[config.mk]
export PLATFORM = sky130hd
export DESIGN_NAME = adjacency_matrix_dfs
export DESIGN_NICKNAME = d
export VERILOG_FILES = /design/src/hdl/amdfs_pkg.sv /design/src/hdl/adjacency_matrix_dfs.sv
export VERILOG_INCLUDE_DIRS = /design/src /design/src/hdl
export SDC_FILE = /design/constraint.sdc
export NUM_CORES = 1
export LEC_CHECK = 0
export BUFFER_PORTS_ARGS = -buffer_cell sky130_fd_sc_hd__buf_2
export CAP_MARGIN = 15
export CORE_MARGIN = 2
export CORE_UTILIZATION = 31
export DETAILED_ROUTE_END_ITERATION = 8
export GPL_ROUTABILITY_DRIVEN = 0
export SKIP_LAST_GASP = 1
export SYNTH_ARGS = -nofsm -noshare
export SYNTH_HDL_FRONTEND = slang
export SYNTH_SLANG_ARGS = --single-unit
export TNS_END_PERCENT = 1
[constraint.sdc]
create_clock -name clk -period 4.49 [get_ports clk]
set_input_delay 0.2245 -clock clk [delete_from_list [all_inputs] [get_ports clk]]
set_output_delay 0.2245 -clock clk [all_outputs]
set_load 0.02 [all_outputs]
[src/hdl/adjacency_matrix_dfs_macros.svh]
// ---------------------------------------------------------------------------
// adjacency_matrix_dfs_macros.svh
// Assertion macros for the adjacency matrix DFS block.
// ---------------------------------------------------------------------------
`ifndef ADJACENCY_MATRIX_DFS_MACROS_SVH
`define ADJACENCY_MATRIX_DFS_MACROS_SVH

`ifndef SYNTH
// Same-cycle implication, disabled during reset
`define AMD_ASSERT_IMP(lbl, ante, cons, msg) \
  lbl: assert property (@(posedge clk) disable iff (rst) (ante) |-> (cons)) else $error(msg);
// Next-cycle implication, disabled during reset
`define AMD_ASSERT_NXT(lbl, ante, cons, msg) \
  lbl: assert property (@(posedge clk) disable iff (rst) (ante) |=> (cons)) else $error(msg);
`else
`define AMD_ASSERT_IMP(lbl, ante, cons, msg)
`define AMD_ASSERT_NXT(lbl, ante, cons, msg)
`endif

`endif

[src/hdl/amdfs_pkg.sv]
// ---------------------------------------------------------------------------
// amdfs_pkg
// Types and constants shared by the adjacency matrix DFS block.
// ---------------------------------------------------------------------------
`default_nettype none

package amdfs_pkg;

  // Default graph size
  localparam int MAX_VERTICES_DEF = 16;

  // Configuration register
  localparam int          VCOUNT_W     = 5;
  localparam logic [4:0]  VCOUNT_RESET = 5'd16;

  // Command codes
  localparam logic [1:0] MODE_ADD  = 2'd0;
  localparam logic [1:0] MODE_DEL  = 2'd1;
  localparam logic [1:0] MODE_TRAV = 2'd2;

  // Command payload
  typedef struct packed {
    logic [1:0] mode;
    logic [3:0] first_vertex;
    logic [3:0] second_vertex;
  } cmd_t;

  // Result payload
  typedef struct packed {
    logic [3:0] vertex;
    logic       last;
  } result_t;

  // Sequencer states
  typedef enum logic [2:0] {
    S_IDLE,
    S_EDGE_A,
    S_EDGE_B,
    S_SCAN,
    S_POP
  } state_t;

endpackage

`default_nettype wire

[src/hdl/adjacency_matrix_dfs.sv]
// ---------------------------------------------------------------------------
// adjacency_matrix_dfs
// Undirected graph kept as an adjacency bit matrix, with depth-first search.
// ---------------------------------------------------------------------------
// Usage:
//   cmd is taken when start is high and busy is low. Modes add and delete set
//   or clear both mirror bits of an edge; an edge naming a vertex at or above
//   the vertex count is dropped, and so is the unused mode. Neither gives a
//   result. Mode traverse runs a DFS from vertex 0 and presents each visited
//   vertex on result for one cycle with result_valid; the final one has last.
//   The receiver cannot stall; results are simply presented.
//   cfg_data (vertex count) transfers when cfg_valid and cfg_ready are high;
//   cfg_ready is high while the block is idle.
// Sequencing:
//   An edge update holds busy through states S_EDGE_A and S_EDGE_B after the
//   transfer (read-modify-write of row a, then row b, through the matrix
//   memory, which has one read and one write port). A traversal pushes each
//   newly visited vertex in S_SCAN, backtracks through S_SCAN then S_POP,
//   and ends with a final pop in S_SCAN, paced by the registered row read.
// Reset:
//   rst clears the matrix (per-row valid bits), the stack depth and the
//   visited marks, and sets the vertex count to 16.
// ---------------------------------------------------------------------------
`default_nettype none

`include "adjacency_matrix_dfs_macros.svh"

module adjacency_matrix_dfs #(
  parameter int MAX_VERTICES = amdfs_pkg::MAX_VERTICES_DEF
) (
  input  wire                  clk,
  input  wire                  rst,
  input  wire                  start,
  output logic                 busy,
  input  amdfs_pkg::cmd_t      cmd,
  output logic                 result_valid,
  output amdfs_pkg::result_t   result,
  input  wire                  cfg_valid,
  output logic                 cfg_ready,
  input  wire [4:0]            cfg_data
);

  import amdfs_pkg::*;

  localparam int VW = $clog2(MAX_VERTICES);      // vertex index width
  localparam int DW = $clog2(MAX_VERTICES + 1);  // count / depth width

  // Control state
  state_t              state, state_next;
  logic [VCOUNT_W-1:0] vertex_count;
  logic [DW-1:0]       depth;
  logic [MAX_VERTICES-1:0] visited;
  logic [MAX_VERTICES-1:0] row_vld;

  // Payload registers
  logic [VW-1:0] ea, eb;
  logic          edel;
  logic [3:0]    pending;

  // Memories
  logic [MAX_VERTICES-1:0] rows [MAX_VERTICES];
  logic [VW-1:0]           stack_mem [MAX_VERTICES];
  logic [MAX_VERTICES-1:0] row_q;
  logic                    row_vq;
  logic [VW-1:0]           stack_q;

  // Memory ports and sequencer controls
  logic [VW-1:0]           row_ra, row_wa, stk_ra, stk_wa, stk_wd;
  logic                    row_we, stk_we;
  logic [MAX_VERTICES-1:0] row_wd;
  logic                    edge_load, trav_start, push, pop, finish;

  // Datapath
  logic [DW-1:0]           n_eff;
  logic [MAX_VERTICES-1:0] live, row_eff, cand;
  logic [VW-1:0]           next_v, a_v, b_v;
  logic [DW-1:0]           pop_idx;
  logic                    in_range, has_cand;

  // Effective vertex count
  always_comb begin
    if (vertex_count == '0) begin
      n_eff = DW'(1);
    end else if (32'(vertex_count) > MAX_VERTICES) begin
      n_eff = DW'(MAX_VERTICES);
    end else begin
      n_eff = DW'(vertex_count);
    end
  end

  // Mask of vertices in use
  always_comb begin
    for (int i = 0; i < MAX_VERTICES; i++) begin
      live[i] = (i < 32'(n_eff));
    end
  end

  assign a_v      = VW'(cmd.first_vertex);
  assign b_v      = VW'(cmd.second_vertex);
  assign in_range = (32'(cmd.first_vertex) < 32'(n_eff)) &&
                    (32'(cmd.second_vertex) < 32'(n_eff));

  // Row read data; rows never written read as zero
  assign row_eff  = row_vq ? row_q : '0;
  assign cand     = row_eff & live & ~visited;
  assign has_cand = (cand != '0);
  assign pop_idx  = DW'(depth - DW'(2));

  // Lowest-numbered candidate
  always_comb begin
    next_v = '0;
    for (int i = MAX_VERTICES - 1; i >= 0; i--) begin
      if (cand[i]) next_v = VW'(i);
    end
  end

  // Next state
  always_comb begin
    state_next = state;
    unique case (state)
      S_IDLE: begin
        if (start) begin
          if ((cmd.mode == MODE_ADD || cmd.mode == MODE_DEL) && in_range) begin
            state_next = S_EDGE_A;
          end else if (cmd.mode == MODE_TRAV) begin
            state_next = S_SCAN;
          end
        end
      end
      S_EDGE_A: state_next = S_EDGE_B;
      S_EDGE_B: state_next = S_IDLE;
      S_SCAN: begin
        if (has_cand) begin
          state_next = S_SCAN;
        end else if (depth == DW'(1)) begin
          state_next = S_IDLE;
        end else begin
          state_next = S_POP;
        end
      end
      S_POP:    state_next = S_SCAN;
      default:  state_next = S_IDLE;
    endcase
  end

  // Sequencer outputs
  always_comb begin
    row_ra     = '0;
    row_we     = 1'b0;
    row_wa     = '0;
    row_wd     = '0;
    stk_ra     = '0;
    stk_we     = 1'b0;
    stk_wa     = '0;
    stk_wd     = '0;
    edge_load  = 1'b0;
    trav_start = 1'b0;
    push       = 1'b0;
    pop        = 1'b0;
    finish     = 1'b0;
    unique case (state)
      S_IDLE: begin
        if (start) begin
          if ((cmd.mode == MODE_ADD || cmd.mode == MODE_DEL) && in_range) begin
            edge_load = 1'b1;
            row_ra    = a_v;
          end else if (cmd.mode == MODE_TRAV) begin
            trav_start = 1'b1;
            stk_we     = 1'b1;
            row_ra     = '0;
          end
        end
      end
      S_EDGE_A: begin
        row_we = 1'b1;
        row_wa = ea;
        row_wd = edel ? (row_eff & ~(MAX_VERTICES'(1) << eb))
                      : (row_eff | (MAX_VERTICES'(1) << eb));
        row_ra = eb;
      end
      S_EDGE_B: begin
        row_we = 1'b1;
        row_wa = eb;
        row_wd = edel ? (row_eff & ~(MAX_VERTICES'(1) << ea))
                      : (row_eff | (MAX_VERTICES'(1) << ea));
      end
      S_SCAN: begin
        if (has_cand) begin
          push   = 1'b1;
          stk_we = 1'b1;
          stk_wa = depth[VW-1:0];
          stk_wd = next_v;
          row_ra = next_v;
        end else if (depth == DW'(1)) begin
          finish = 1'b1;
        end else begin
          pop    = 1'b1;
          stk_ra = pop_idx[VW-1:0];
        end
      end
      S_POP: begin
        row_ra = stack_q;
      end
      default: begin
        row_ra = '0;
      end
    endcase
  end

  // Matrix memory, registered read
  always_ff @(posedge clk) begin
    if (row_we) rows[row_wa] <= row_wd;
    row_q <= rows[row_ra];
  end

  // Stack memory, registered read
  always_ff @(posedge clk) begin
    if (stk_we) stack_mem[stk_wa] <= stk_wd;
    stack_q <= stack_mem[stk_ra];
  end

  // Control registers
  always_ff @(posedge clk) begin
    if (rst) begin
      state        <= S_IDLE;
      vertex_count <= VCOUNT_RESET;
      depth        <= '0;
      visited      <= '0;
      row_vld      <= '0;
      row_vq       <= 1'b0;
      result_valid <= 1'b0;
    end else begin
      state        <= state_next;
      row_vq       <= row_vld[row_ra];
      result_valid <= push || finish;
      if (cfg_valid && cfg_ready) vertex_count <= cfg_data;
      if (row_we) row_vld[row_wa] <= 1'b1;
      if (trav_start) begin
        depth   <= DW'(1);
        visited <= MAX_VERTICES'(1);
      end else if (push) begin
        depth   <= DW'(depth + DW'(1));
        visited <= visited | (MAX_VERTICES'(1) << next_v);
      end else if (pop || finish) begin
        depth   <= DW'(depth - DW'(1));
      end
    end
  end

  // Payload registers
  always_ff @(posedge clk) begin
    if (edge_load) begin
      ea   <= a_v;
      eb   <= b_v;
      edel <= (cmd.mode == MODE_DEL);
    end
    if (trav_start) begin
      pending <= '0;
    end else if (push) begin
      pending <= 4'(next_v);
    end
    if (push || finish) begin
      result.vertex <= pending;
      result.last   <= finish;
    end
  end

  assign busy      = (state != S_IDLE);
  assign cfg_ready = (state == S_IDLE);

  // Checks
  `AMD_ASSERT_IMP(a_last_idle, result_valid && result.last, state == S_IDLE, "last result while busy")
  `AMD_ASSERT_IMP(a_mid_busy, result_valid && !result.last, busy, "traversal ended without last")
  `AMD_ASSERT_IMP(a_idle_empty, state == S_IDLE, depth == '0, "stack not empty when idle")
  `AMD_ASSERT_IMP(a_scan_depth, state == S_SCAN || state == S_POP, depth != '0, "empty stack in traversal")
  `AMD_ASSERT_NXT(a_trav_start, start && !busy && cmd.mode == MODE_TRAV, state == S_SCAN, "traversal did not start")

endmodule

`default_nettype wire
# Word-level counts from Yosys, hierarchy flattened
# Memory sizes are Yosys's and may differ from the RTL's. A register that Yosys moved wholly into a read port is not among the register bits.
# Index checks and enable logic that the tools add are counted.
classes:
  n_bitwise: 11
  eq_ne: 9
  shifts: 3
  order_cmp: 22
  n_addsub: 3
  muxes: 69
  reduce_logical: 18
ops:
  columns: ["op", "n"]
  rows:
  - ["4-bit two-way mux", 25]
  - ["16-bit AND", 4]
  - ["16-bit bitwise OR", 4]
  - ["16-bit two-way mux", 3]
  - ["16-bit NOT", 3]
  - ["1-bit by 4-bit left shift with 16-bit output, first input constant", 3]
  - ["4-bit by 5-bit < comparator with 1-bit output, first input constant", 8]
  - ["16-bit one-hot mux with 2 select lines", 1]
  - ["1-bit two-way mux", 25]
  - ["3-bit by 5-bit < comparator with 1-bit output, first input constant", 4]
  - ["5-bit two-way mux", 4]
  - ["4-bit one-hot mux with 4 select lines", 1]
  - ["16-bit nonzero test", 1]
  - ["3-bit two-way mux", 5]
  - ["3-bit one-hot mux with 4 select lines", 1]
  - ["1-bit by 5-bit < comparator with 1-bit output, first input constant", 2]
  - ["2-bit by 5-bit < comparator with 1-bit output, first input constant", 2]
  - ["4-bit by 5-bit < comparator with 1-bit output", 2]
  - ["4-bit by 5-bit < comparator with 1-bit output, second input constant", 2]
  - ["4-bit one-hot mux with 2 select lines", 1]
  - ["3-bit by 2-bit equality test with 1-bit output, second input constant", 2]
  - ["3-bit nonzero test", 2]
  - ["5-bit by 1-bit adder with 5-bit output, second input constant", 1]
  - ["5-bit by 1-bit equality test with 1-bit output, second input constant", 1]
  - ["21 further kinds", 28]
word_totals:
  wordCells: 152
  memories: 2
  reg_bits: 65
  ram_bits: 320
  out_inout_bits: 8
  input_bits: 19
memory_table:
  columns: ["memory", "depth", "width", "read_ports", "rd_clocked_by_memory_dff", "wr", "line", "text"]
  rows:
  - ["rows", 16, 16, 1, 1, 1, "adjacency_matrix_dfs.sv:61", "logic [MAX_VERTICES-1:0] rows [MAX_VERTICES];"]
  - ["stack_mem", 16, 4, 1, 1, 1, "adjacency_matrix_dfs.sv:62", "logic [VW-1:0] stack_mem [MAX_VERTICES];"]

# Logic depth before layout (Yosys ltp)
logic_depth:
  word_depth: 26
  mapped_depth: 18
  mapped_depth_nobuf: 12

# Worst setup path after synthesis
# No wires, ideal clock.
synth_timing:
  kind: "register to register"
  startpoint: "reg vertex_count[4]"
  endpoint: "reg row_q[14] (read register of rows)"
  slack_ns: 0.999
  t_arrival_ns: 3.357
  stages_incl_launch_ff: 18
  synth_period_minus_slack_ns: 3.491
  path_cell_list: "dfxtp_1 buf_2 inv_1 buf_2 nand2_1 ha_1 a21o_1 a22o_1 a221oi_1 and3_1 buf_2 a21oi_1 buf_2 nand2_2 buf_1 mux2i_1 a221oi_1 or4_1"
synth_between:
  elab_chain_cells: 24
  word_cells_on_any_way: 47
  classes_between: "order compare: 19; mux: 22; bitwise: 2; reduce/logical: 4"
synth_lines:
  columns: ["element", "line", "text"]
  rows:
  - ["from (decl)", "adjacency_matrix_dfs.sv:50", "logic [VCOUNT_W-1:0] vertex_count;"]
  - ["from (signal assigned)", "adjacency_matrix_dfs.sv:236", "if (cfg_valid && cfg_ready) vertex_count <= cfg_data;"]
  - ["5-bit > comparator", "adjacency_matrix_dfs.sv:84", "end else if (32'(vertex_count) > MAX_VERTICES) begin"]
  - ["5-bit two-way mux", "adjacency_matrix_dfs.sv:84", null]
  - ["5-bit two-way mux *", "adjacency_matrix_dfs.sv:82", "if (vertex_count == '0) begin"]
  - ["4-bit by 5-bit < comparator with 1-bit output", "adjacency_matrix_dfs.sv:94", "live[i] = (i < 32'(n_eff));"]
  - ["16-bit AND (2 in series)", "adjacency_matrix_dfs.sv:105", "assign cand = row_eff & live & ~visited;"]
  - ["4-bit two-way mux (16 in series)", "adjacency_matrix_dfs.sv:113", "if (cand[i]) next_v = VW'(i);"]
  - ["4-bit two-way mux", "adjacency_matrix_dfs.sv:188", "if (has_cand) begin"]
  - ["4-bit one-hot mux with 4 select lines *", "adjacency_matrix_dfs.sv:161", "unique case (state)"]
  - ["to (decl)", "adjacency_matrix_dfs.sv:63", "logic [MAX_VERTICES-1:0] row_q;"]
# Every way passes the cells marked *; elsewhere a longest branch is shown, timed or not.
# A chain may end at the register's enable or synchronous reset.

# Final worst setup path
layout_timing:
  startpoint: "reg vertex_count[2]"
  endpoint: "reg row_q[13] (read register of rows)"
# Same word-level chain as after synthesis.

==> impl_metrics.env <==
export IMPL_first_iter_violations=1176
export IMPL_final_common_cell="edfxtp_1"
export IMPL_postCtsSetupRepairBufs=0
export IMPL_dpl_hpwl_mm=27.33
export IMPL_wl_met1_mm=20.02
export IMPL_start_util_pct=31.32
export IMPL_pin_count=27
export IMPL_vias_per_cell=5.303
export IMPL_dieHeight_um=239.7
export IMPL_rsz0062_at_grt="false"
export IMPL_max_freq_mhz=243.2
export IMPL_skew_ns=0.03487
export IMPL_yosysUniqueCellTypes=76
export IMPL_grt_pass1_vias=10970
export IMPL_wl_per_cell_um=20.76
export IMPL_grt_max_degree=55
export IMPL_insertion_delay_ns=0.58
export IMPL_synthFlopType="edfxtp_1"
export IMPL_worstPathRequired_ns=4.93
export IMPL_hold_viol_final=0
export IMPL_period_minus_slack_ns=4.112
export IMPL_drc=0
export IMPL_final_cell_mix="edfxtp_1 (334), nand2_1 (115), nor2_1 (107), mux2i_1 (76), dfxtp_1 (71)"
export IMPL_crit_fanout=45
export IMPL_path_clk_slew_ns=0.06
export IMPL_setup_tns_ns=0
export IMPL_met2WireLength_mm=20.40
export IMPL_crit_start="vertex_count[2]"
export IMPL_synth_area_per_cell_um2=13.15
export IMPL_grt_total_usage_pct=15.47
export IMPL_synth_seq_area_share_pct=66.49
export IMPL_fin_crit_sh_pct=91.59
export IMPL_preCtsSetupSlack_ns=0.4255
export IMPL_routed_wl_mm=44.50
export IMPL_rows=86
export IMPL_drt_antenna_violating_nets=0
export IMPL_core_area_um2=54990
export IMPL_r2r_start="vertex_count[2]"
export IMPL_synthArstFlopShare_pct=0
export IMPL_cts_max_level=2
export IMPL_clockRootBuffer="clkbuf_16"
export IMPL_clockBufferDepth=3
export IMPL_first_pass_iters=5
export IMPL_fp_dieW_um=239.7
export IMPL_slew_viol_final=0
export IMPL_power_density_nw_per_um2=539.4
export IMPL_fin_ws_ns=0.3777
export IMPL_reg2reg_slack_ns=0.38
export IMPL_wl_met3_mm=3.072
export IMPL_crit_arrival_ns=4.55
export IMPL_cts_inserted_buffers=41
export IMPL_power_mw=10.77
export IMPL_status="finished, final reports clean"
export IMPL_antenna_found_initial=0
export IMPL_cts_sinks=405
export IMPL_fillerInstances=5190
export IMPL_setup_viol=0
export IMPL_syn_nets=1341
export IMPL_drive_above_1_share_pct=13.97
export IMPL_slew_headroom_pct=46.49
export IMPL_worstRegToRegCells=12
export IMPL_end_kind="flip-flop"
export IMPL_nets=1394
export IMPL_worstSetupPathType="reg2reg"
export IMPL_p_leak_nw=6.607
export IMPL_dr_max_layer_used="met4"
export IMPL_r2r_end="row_q[13]"
export IMPL_ctsResizeCount=0
export IMPL_syn_area_um2=17220
export IMPL_start_kind="flip-flop"
export IMPL_grt_overflow=0
export IMPL_hold_buffers=14
export IMPL_fp_dieArea_um2=57450
export IMPL_maxCapViolCount=0
export IMPL_yosys_register_bits=405
export IMPL_worst_pin_slew_ns=0.7997
export IMPL_portBuffers=26
export IMPL_synth_cells=1310
export IMPL_grt_pass1_wl_mm=67.41
export IMPL_cts_tree="yes"
export IMPL_min_path_type="in2reg"
export IMPL_yosysWarnings=0
export IMPL_vias=11370
export IMPL_synth_edff_count=334
export IMPL_antenna_cells=0
export IMPL_area_growth_syn_to_layout_pct=15.88
export IMPL_ir_worst_vdd_v=0.0002549
export IMPL_critPathCapture="row_q[13]"
cells by family (layout without fill, tap and decap cells):
group / count (synthesis) / count (layout) / share of synthesized area, %
flops: 405 / 405 / 66.49
simple gates: 385 / 385 / 10.77
compound gates: 314 / 314 / 13.15
buf+inv: 99 / 185 / 2.608
mux: 90 / 90 / 5.856
fa+ha+maj: 12 / 12 / 0.8718
xor+xnor: 5 / 5 / 0.2543
routing by layer:
layer | track usage [%] | vias to the layer above
met5 | 0 | -
met3 | 2.801 | 69
met4 | 4.545 | 0
li1 | - | 5173
met1 | 21.78 | 5656
met2 | 24.30 | 471
state kept, by name (all words and copies together) (netlist names), 5 cells and up:
| signal | cells |
|---|---|
| depth | 5 |
| result | 5 |
| row_q | 16 |
| row_vld | 16 |
| rows | 256 |
| stack_mem | 64 |
| vertex_count | 5 |
| visited | 16 |
how the worst min path moves through the flow:
stage               slack [ns]  startpoint  cells past startpoint   endpoint
finish                  0.0008      cmd[8]                      2       edel
detailed placement        0.43  pending[0]                      0  result[1]
global route              0.04      cmd[8]                      2       edel
CTS                      0.005      cmd[8]                      2       edel
floorplan                 0.32      cmd[4]                      0      ea[0]
global placement          0.42  pending[3]                      0  result[4]
where the power goes:
part	switching (mW)	internal (mW)	total, mW
combinational	1.69	0.886	2.58
sequential	0.266	4.45	4.72
clock	1.42	2.05	3.47
final cells by class:
| cell class | instances | area, um2 | area share [%] |
|---|---|---|---|
| inverters | 15 | 56.30 | 0.2821 |
| well taps | 748 | 935.9 | 4.690 |
| clock inverters | 18 | 220.2 | 1.103 |
| repair buffers | 94 | 738.2 | 3.699 |
| multi-input cells | 806 | 5393 | 27.02 |
| clock buffers | 58 | 1162 | 5.824 |
| flip-flops and latches | 405 | 11450 | 57.38 |
cells in the mapped netlist (all sizes together) (16+ instances only):
library cell | count | area [um2]
nand3 | 16 | 80.08
a211oi | 33 | 262.8
a221oi | 28 | 251.5
o21ai | 28 | 143.9
o21a | 17 | 127.6
and3 | 32 | 200.2
a311oi | 26 | 227.7
or4 | 16 | 120.1
a21oi | 69 | 349.1
nand2 | 118 | 447.9
dfxtp | 71 | 1421
clkbuf | 43 | 161.4
buf | 41 | 231.5
nor2 | 124 | 468.0
o211ai | 20 | 150.1
edfxtp | 334 | 10030
mux2i | 76 | 760.7
a22oi | 20 | 150.1
o22ai | 20 | 125.1
critical path: stages, from the launching register on:
cell      delay [ns]
dfxtp_1         0.70
nand2_1         0.16
ha_1            0.32
a21o_1          0.16
a22o_1          0.17
a221oi_1        0.29
and3_1          0.40
a21oi_2         0.23
nand2_4         0.35
buf_12          0.28
mux2i_1         0.26
a221oi_1        0.11
or4_1           0.48
stage by stage:
| stage | instance area [um2] | utilization, % | hold WS, ns | instances |
|---|---|---|---|---|
| 6_report | 19960 | 36.29 | 0.0007721 | 2144 |
| 5_1_grt | 19960 | 36.29 | 0.04077 | 2144 |
| 4_1_cts | 19940 | 36.27 | 0.005131 | 2142 |
| 3_5_place_dp | 18420 | 33.50 | 0.4254 | 2052 |
| 3_3_place_gp | 18420 | 33.50 | 0.4208 | 2052 |
| 2_1_floorplan | 17220 | - | 0.3234 | 1310 |
Power figures use the tool's default switching activity.
